## src/hdl/mtlbp_pkg.sv

```systemverilog
// Shared types and constants for the mean-threshold LBP block.
`default_nettype none
package mtlbp_pkg;
    localparam int unsigned PIX_W  = 8;
    localparam int unsigned CRD_W  = 11;
    localparam int unsigned CFG_W  = 12;
    localparam int unsigned IDX_W  = 2;

    localparam logic [IDX_W-1:0] REG_WIDTH   = 2'd0;
    localparam logic [IDX_W-1:0] REG_HEIGHT  = 2'd1;
    localparam logic [IDX_W-1:0] REG_DIVISOR = 2'd2;
    localparam logic [IDX_W-1:0] REG_MAP_EN  = 2'd3;

    localparam logic MODE_TABLE = 1'b0;
    localparam logic MODE_PIXEL = 1'b1;

    typedef struct packed {
        logic [PIX_W-1:0] pixel;
        logic [PIX_W-1:0] top;
        logic [PIX_W-1:0] mid;
    } t_column;

    // commands from controller to datapath
    typedef struct packed {
        logic             load;      // window shift
        logic             first_col; // fill left columns with the new one
        logic             row_zero;  // top = mid = pixel
        logic             row_one;   // top = mid
        logic [1:0]       variant;   // which result to form
        logic             emit;      // present a result
        logic [CRD_W-1:0] row;
        logic [CRD_W-1:0] col;
        logic             last;
    } t_dp_cmd;

    typedef struct packed {
        logic busy;
    } t_dp_status;

    // variant codes
    localparam logic [1:0] VAR_NORMAL      = 2'd0;
    localparam logic [1:0] VAR_BOTTOM      = 2'd1;
    localparam logic [1:0] VAR_EDGE        = 2'd2;
    localparam logic [1:0] VAR_EDGE_BOTTOM = 2'd3;

    // weights by window row, column
    function automatic logic [7:0] weight_of(input logic [1:0] r, input logic [1:0] c);
        logic [7:0] w;
        begin
            w = 8'd0;
            case ({r, c})
                4'b0000: w = 8'd64;
                4'b0001: w = 8'd128;
                4'b0010: w = 8'd1;
                4'b0100: w = 8'd32;
                4'b0101: w = 8'd0;
                4'b0110: w = 8'd2;
                4'b1000: w = 8'd16;
                4'b1001: w = 8'd8;
                4'b1010: w = 8'd4;
                default: w = 8'd0;
            endcase
            weight_of = w;
        end
    endfunction
endpackage
`default_nettype wire

```

## src/hdl/mtlbp_ram.sv

```systemverilog
// Generic single-port-write, registered-read RAM.
`default_nettype none
module mtlbp_ram #(
    parameter int unsigned WIDTH = 8,
    parameter int unsigned DEPTH = 256
) (
    input  wire logic                     i_clk,
    input  wire logic                     i_we,
    input  wire logic [$clog2(DEPTH)-1:0] i_waddr,
    input  wire logic [WIDTH-1:0]         i_wdata,
    input  wire logic [$clog2(DEPTH)-1:0] i_raddr,
    output logic      [WIDTH-1:0]         o_rdata
);
    logic [WIDTH-1:0] r_mem [DEPTH];
    always_ff @(posedge i_clk) begin
        if (i_we) begin
            r_mem[i_waddr] <= i_wdata;
        end
        o_rdata <= r_mem[i_raddr];
    end
endmodule
`default_nettype wire

```

## src/hdl/mtlbp_div.sv

```systemverilog
// Restoring divider of the window sum by the configured divisor.
`default_nettype none
module mtlbp_div (
    input  wire logic        i_clk,
    input  wire logic        i_rst_n,
    input  wire logic        i_start,
    input  wire logic [11:0] i_num,
    input  wire logic [4:0]  i_den,
    output logic             o_done,
    output logic [11:0]      o_quo
);
    logic [3:0]  r_cnt;
    logic        r_run;
    logic [11:0] r_q;
    logic [12:0] r_rem;
    logic [4:0]  r_den;
    logic [12:0] n_rem;
    logic [12:0] n_sub;

    always_comb begin
        n_rem = {r_rem[11:0], r_q[11]};
        n_sub = n_rem - {8'd0, r_den};
    end

    always_ff @(posedge i_clk) begin
        if (!i_rst_n) begin
            r_run  <= 1'b0;
            o_done <= 1'b0;
            r_cnt  <= '0;
        end else begin
            o_done <= !i_start && r_run && (r_cnt == 4'd11);
            if (i_start) begin
                r_run <= 1'b1;
                r_cnt <= '0;
                r_q   <= i_num;
                r_rem <= '0;
                r_den <= (i_den == 5'd0) ? 5'd1 : i_den;
            end else if (r_run) begin
                if (!n_sub[12]) begin
                    r_rem <= n_sub;
                    r_q   <= {r_q[10:0], 1'b1};
                end else begin
                    r_rem <= n_rem;
                    r_q   <= {r_q[10:0], 1'b0};
                end
                r_cnt <= r_cnt + 4'd1;
                if (r_cnt == 4'd11) begin
                    r_run <= 1'b0;
                end
            end
        end
    end
    assign o_quo = r_q;
endmodule
`default_nettype wire

```

## src/hdl/mtlbp_datapath.sv

```systemverilog
// Window registers, threshold and code mapping datapath.
`default_nettype none
module mtlbp_datapath (
    input  wire logic                  i_clk,
    input  wire logic                  i_rst_n,
    input  wire mtlbp_pkg::t_dp_cmd    i_cmd,
    input  wire mtlbp_pkg::t_column    i_colin,
    input  wire logic [4:0]            i_divisor,
    input  wire logic                  i_map_en,
    input  wire logic                  i_tbl_we,
    input  wire logic [7:0]            i_tbl_idx,
    input  wire logic [7:0]            i_tbl_val,
    input  wire logic                  i_start,
    output logic                       o_done,
    output logic [7:0]                 o_code
);
    import mtlbp_pkg::*;

    logic [7:0] r_win [3][3];
    logic [7:0] n_top, n_mid;
    logic [7:0] u [3][3];
    logic [11:0] sum;
    logic [11:0] quo;
    logic        div_done;
    logic [7:0]  raw;
    logic [7:0]  r_raw;
    logic        r_map_wait;
    logic [7:0]  map_q;
    logic        r_done;

    always_comb begin
        n_mid = i_cmd.row_zero ? i_colin.pixel : i_colin.mid;
        n_top = i_cmd.row_zero ? i_colin.pixel : (i_cmd.row_one ? n_mid : i_colin.top);
    end

    always_ff @(posedge i_clk) begin
        if (!i_rst_n) begin
            for (int i = 0; i < 3; i++) begin
                for (int j = 0; j < 3; j++) begin
                    r_win[i][j] <= '0;
                end
            end
        end else if (i_cmd.load) begin
            for (int i = 0; i < 3; i++) begin
                logic [7:0] v;
                v = (i == 0) ? n_top : (i == 1) ? n_mid : i_colin.pixel;
                r_win[i][0] <= i_cmd.first_col ? v : r_win[i][1];
                r_win[i][1] <= i_cmd.first_col ? v : r_win[i][2];
                r_win[i][2] <= v;
            end
        end
    end

    // window variant for the current result
    always_comb begin
        for (int i = 0; i < 3; i++) begin
            for (int j = 0; j < 3; j++) begin
                logic [1:0] rs;
                logic [1:0] cs;
                rs = i[1:0];
                if (i_cmd.variant[0]) begin
                    rs = (i == 2) ? 2'd2 : rs + 2'd1;
                end
                cs = j[1:0];
                if (i_cmd.variant[1]) begin
                    cs = (j == 2) ? 2'd2 : cs + 2'd1;
                end
                u[i][j] = r_win[rs][cs];
            end
        end
    end

    always_comb begin
        sum = '0;
        for (int i = 0; i < 3; i++) begin
            for (int j = 0; j < 3; j++) begin
                sum = sum + {4'd0, u[i][j]};
            end
        end
        raw = '0;
        for (int i = 0; i < 3; i++) begin
            for (int j = 0; j < 3; j++) begin
                if ({4'd0, u[i][j]} >= quo) begin
                    raw = raw + weight_of(i[1:0], j[1:0]);
                end
            end
        end
    end

    mtlbp_div u_div (
        .i_clk   (i_clk),
        .i_rst_n (i_rst_n),
        .i_start (i_start),
        .i_num   (sum),
        .i_den   (i_divisor),
        .o_done  (div_done),
        .o_quo   (quo)
    );

    mtlbp_ram #(.WIDTH(8), .DEPTH(256)) u_map (
        .i_clk   (i_clk),
        .i_we    (i_tbl_we),
        .i_waddr (i_tbl_idx),
        .i_wdata (i_tbl_val),
        .i_raddr (raw),
        .o_rdata (map_q)
    );

    always_ff @(posedge i_clk) begin
        if (!i_rst_n) begin
            r_map_wait <= 1'b0;
            r_done     <= 1'b0;
        end else begin
            r_done     <= r_map_wait;
            r_map_wait <= div_done;
            if (div_done) begin
                r_raw <= raw;
            end
        end
    end

    assign o_done = r_done;
    assign o_code = i_map_en ? map_q : r_raw;
endmodule
`default_nettype wire

```

## config.mk

```make
export PLATFORM = sky130hd
export DESIGN_NAME = mtlbp_datapath
export DESIGN_NICKNAME = d
export VERILOG_FILES = /design/src/hdl/mtlbp_pkg.sv /design/src/hdl/mtlbp_ram.sv /design/src/hdl/mtlbp_div.sv /design/src/hdl/mtlbp_datapath.sv
export SDC_FILE = /design/constraint.sdc
export NUM_CORES = 2
export LEC_CHECK = 0
export BUFFER_PORTS_ARGS = -buffer_cell sky130_fd_sc_hd__buf_2
export CAP_MARGIN = 30
export CORE_MARGIN = 2
export CORE_UTILIZATION = 60
export CTS_BUF_LIST = sky130_fd_sc_hd__clkbuf_16
export DETAILED_ROUTE_END_ITERATION = 16
export PLACE_DENSITY = 0.85
export SKIP_LAST_GASP = 1
export SLEW_MARGIN = 40
export SYNTH_ARGS = -nofsm -noshare
export SYNTH_HDL_FRONTEND = slang
export SYNTH_SLANG_ARGS = --single-unit
```

## constraint.sdc

```tcl
create_clock -name i_clk -period 7.33 [get_ports i_clk]
set_input_delay 0.733 -clock i_clk [delete_from_list [all_inputs] [get_ports i_clk]]
set_output_delay 0.733 -clock i_clk [all_outputs]
set_load 0.005 [all_outputs]
```

==> insert_results.sql <==
INSERT INTO impl_metrics (metric_group, metric, value, unit) VALUES
('finish', 'final_nets', '7013', ''),
('worst_setup_path', 'timing.critical_path.cells', 'inv_1, ha_1, and3_1, a22o_1, a311oi_1, o21a_1, buf_4, inv_1, nand2_2, buf_4, nor3_1, o41ai_1, a41o_1, o221ai_1, o31ai_1', ''),
('global_route', 'number_of_antenna_violations_at_the_first_check_in_global_routing', '16', ''),
('power_and_ir_drop', 'pwr_density_cell', '297', 'mW/mm^2'),
('hold_path', 'worstHoldPathCells', '1', ''),
('finish', 'finish.utilization', '0.668', ''),
('worst_setup_path', 'critical_path_peak_fanout', '14', ''),
('detailed_routing', 'route.vias.total', '63637', ''),
('synth', 'postSynthCellCount', '6900', ''),
('floorplanning', 'width_of_the_die', '396', 'microns'),
('worst_setup_path', 'critical_path_arrival', '6.49', 'ns'),
('global_route', 'first_global_vias', '61531', ''),
('timing', 'slew_headroom', '0.319', ''),
('floorplanning', 'row_count', '143', ''),
('detailed_routing', 'routed_wirelength', '261000', 'microns'),
('global_route', 'global_route_wire_length_before_repair', '385000', 'microns'),
('clocking', 'cts-buffers-inserted', '205', ''),
('worst_setup_path', 'worst_path_largest_cell_delay', '0.62', 'ns'),
('clocking', 'clock_latency', '0.87', 'ns'),
('worst_setup_path', 'kind_of_launch_point_of_the_worst_setup_path', 'flip-flop', ''),
('timing', 'tns', '0', 'ns'),
('clocking', 'numClockSinks', '2173', ''),
('placement', 'gp_congestion', '0.940', ''),
('placement', 'detailedPlacementHpwl', '153000', 'microns'),
('floorplanning', 'die_area', '0.157', 'sq mm'),
('global_route', 'grt.overflow.total', '0', ''),
('floorplanning', 'initial_utilization', '0.606', ''),
('worst_setup_path', 'worst_reg2reg_path_length_in_cells', '15', ''),
('status', 'outcome', 'completed', ''),
('hold_path', 'worst_hold_path_type', 'in -> reg', ''),
('timing', 'report.final.hold_viol_count', '0', ''),
('timing', 'slew_violations', '0', ''),
('finish', 'stdcell_count', '9003', ''),
('power_and_ir_drop', 'peakVddDrop', '0.249', 'mV'),
('detailed_routing', 'drt-vias-per-instance', '7.07', ''),
('synth', 'number_of_enable_type_register_cells_in_the_synthesized_netlist', '2157', ''),
('timing', 'timing.hold.ws', '0.126', 'ns'),
('synth', 'syn-cell-area', '0.0923', 'sq mm'),
('clocking', 'holdBufCountCts', '0', ''),
('power_and_ir_drop', 'power_leakage', '34.3', 'nW'),
('detailed_routing', 'first_iter_violations', '11653', ''),
('worst_setup_path', 'timing.setup.critical_path_class', 'reg -> reg', ''),
('finish', 'layout_cells_sized_above_1', '0.103', ''),
('clocking', 'cts-root-to-sink-buffers', '3', ''),
('floorplanning', 'ioPinCount', '89', ''),
('global_route', 'maximum_number_of_pins_on_one_net_before_global_route_repair', '179', ''),
('synth', 'synth_seq_area_share', '0.705', ''),
('worst_setup_path', 'kind_of_end_point_of_the_critical_path', 'flip-flop', ''),
('synth', 'async_reset_ff_frac', '0', ''),
('floorplanning', 'core_area', '0.152', 'sq mm'),
('timing', 'timing_worst_slew_pin_value', '1.02', 'ns'),
('timing', 'min_period', '5.78', 'ns'),
('synth', 'syn-num-nets', '7118', ''),
('clocking', 'clock-root-buffer', 'clkbuf_16', ''),
('synth', 'synth-main-ff-cell', 'edfxtp_1', ''),
('job', 'cap_viol_max_count', '0', ''),
('detailed_routing', 'detail_route.drc_violations', '0', ''),
('worst_setup_path', 'cp.required', '8.03', 'ns'),
('clocking', 'cts.repair_timing.setup_buffer_count', '0', ''),
('timing', 'clock-skew-final', '0.0922', 'ns'),
('timing', 'grt_setup_unrepaired', 'false', ''),
('clocking', 'cts.reportedPaths.clkPinSlew', '0.07', 'ns'),
('detailed_routing', 'remaining_antenna_violation_count_after_routing', '0', ''),
('clocking', 'cts_max_level', '4', ''),
('clocking', 'cts_repair_resize_count', '0', ''),
('placement', 'dp_cells', '8613', ''),
('clocking', 'cts_tree', 'built', ''),
('detailed_routing', 'detailedRoute.firstPassIterationCount', '7', ''),
('synth', 'yosysWarningCount', '0', ''),
('timing', 'total_setup_violations_reported_at_the_end_of_the_flow', '0', ''),
('global_route', 'grt_use_total', '0.327', ''),
('placement', 'port_buffers', '64', ''),
('synth', 'synth_seq_cells', '2173', ''),
('floorplanning', 'die_y', '396', 'microns'),
('worst_setup_path', 'crit_path_top_delay_cell', 'o31ai_1', ''),
('detailed_routing', 'avgRoutedWirePerCell', '29.0', 'microns'),
('synth', 'synth.avg_cell_area', '13.4', 'sq um'),
('synth', 'netlist-cell-type-count', '71', ''),
('timing', 'share_of_the_clock_period_used_by_the_worst_path_after_layout', '0.789', ''),
('timing', 'timing.fmax', '173', 'MHz'),
('finish', 'area.growth.synth_to_final', '10.2', '%');
==> report_power, final <==
group          leakage (nW)  internal (mW)  switching, mW
Clock                  3.40           5.68           4.72
Combinational          11.2           1.72           4.23
Sequential             19.7           13.8         0.0761
==> area by class of cell <==
type / count / area (sq um)
Antenna cell: 8 / 20.0
Clock buffer: 206 / 5150
Clock inverter: 171 / 1460
Fill cell: 9643 / 50700
Inverter: 119 / 467
Multi-Input combinational cell: 4081 / 24900
Sequential cell: 2173 / 65100
Tap cell: 2030 / 2540
Timing Repair Buffer: 215 / 2100
==> sequential cells by signal (all words and copies together) (netlist names), 4 cells and up <==
name	flops
u_div.r_rem	12
u_div.o_quo	12
r_win	72
u_div.r_cnt	4
r_raw	8
u_div.r_den	5
u_map.o_rdata	8
u_map.r_mem	2048
==> placed cells by master, fill, tap and decap left out, types with 53 or more instances in the layout <==
master / netlist / final
nor3_1: 124 / 121
nor2_2: 0 / 58
mux2i_1: 77 / 77
fa_1: 55 / 55
edfxtp_1: 2157 / 2157
a32oi_1: 62 / 62
nand3_1: 310 / 302
buf_4: 8 / 103
o21ai_0: 355 / 355
clkbuf_16: 0 / 208
a211oi_1: 263 / 263
and3_1: 322 / 322
ha_1: 83 / 83
nor2_1: 326 / 268
a31oi_1: 116 / 116
buf_2: 127 / 54
a21oi_1: 379 / 379
nand2_1: 982 / 971
inv_1: 117 / 169
o22ai_1: 54 / 53
==> synth_stat cells (36+ instances only) <==
cell type,instances,area share
edfxtp_1,2157,0.70
nand2_1,982,0.040
a21oi_1,379,0.021
o21ai_0,355,0.019
nor2_1,326,0.013
and3_1,322,0.022
clkbuf_1,320,0.013
nand3_1,310,0.017
a211oi_1,263,0.021
buf_2,127,0.0069
nor3_1,124,0.0067
inv_1,117,0.0048
a31oi_1,116,0.0079
ha_1,83,0.011
mux2i_1,77,0.0083
buf_1,68,0.0028
a32oi_1,62,0.0059
fa_1,55,0.012
o22ai_1,54,0.0037
mux4_2,47,0.011
nand2b_1,44,0.0030
a31o_2,41,0.0039
a22oi_1,36,0.0029
==> path summary, 6_finish.rpt <==
path                   from                to  slack [ns]
max          u_div.o_quo[5]  u_map.o_rdata[0]        1.55
min            i_divisor[1]    u_div.r_den[1]        0.13
max reg2reg  u_div.o_quo[5]  u_map.o_rdata[0]        1.55
min reg2reg      r_map_wait            o_done        0.44
==> stage by stage <==
stage	area [sq um]	power [mW]	setup slack [ns]
floorplan	92300	17.7	1.25
global placement	94700	19.6	0.788
detailed placement	94800	19.8	0.860
CTS	101000	30.0	1.58
global route	102000	31.0	1.56
finish	102000	30.2	1.55
==> kinds of logic (layout without fill, tap and decap cells) <==
kind of cell | after synthesis | count (layout) | share of synthesized area
XOR/XNOR | 20 | 20 | 0.00190
adder cells (fa/ha/maj) | 138 | 138 | 0.0232
other | 0 | 8 | 0
flip-flops | 2173 | 2173 | 0.705
AND/OR/NAND/NOR | 2206 | 2206 | 0.109
multiplexers | 149 | 149 | 0.0229
AO/OA/AOI/OAI | 1568 | 1568 | 0.110
buffers and inverters | 646 | 711 | 0.0286
==> layer usage <==
metal	routed length (microns)	global-route usage	vias to the layer above
met4	18200	0.194	22
li1	-	-	26076
met2	118000	0.494	5759
met3	39500	0.106	1235
met5	241	0	-
met1	85000	0.415	30545
==> worst max-delay path, delay by kind of cell (launching register included) <==
kind,cells,cell delay [ns]
adder cells (fa/ha/maj),1,0.32
AND/OR/NAND/NOR,3,0.92
buffers and inverters,4,1.33
AO/OA/AOI/OAI,7,2.67
flip-flops,1,0.36
No activity file was read; power rests on OpenSTA's default activity.
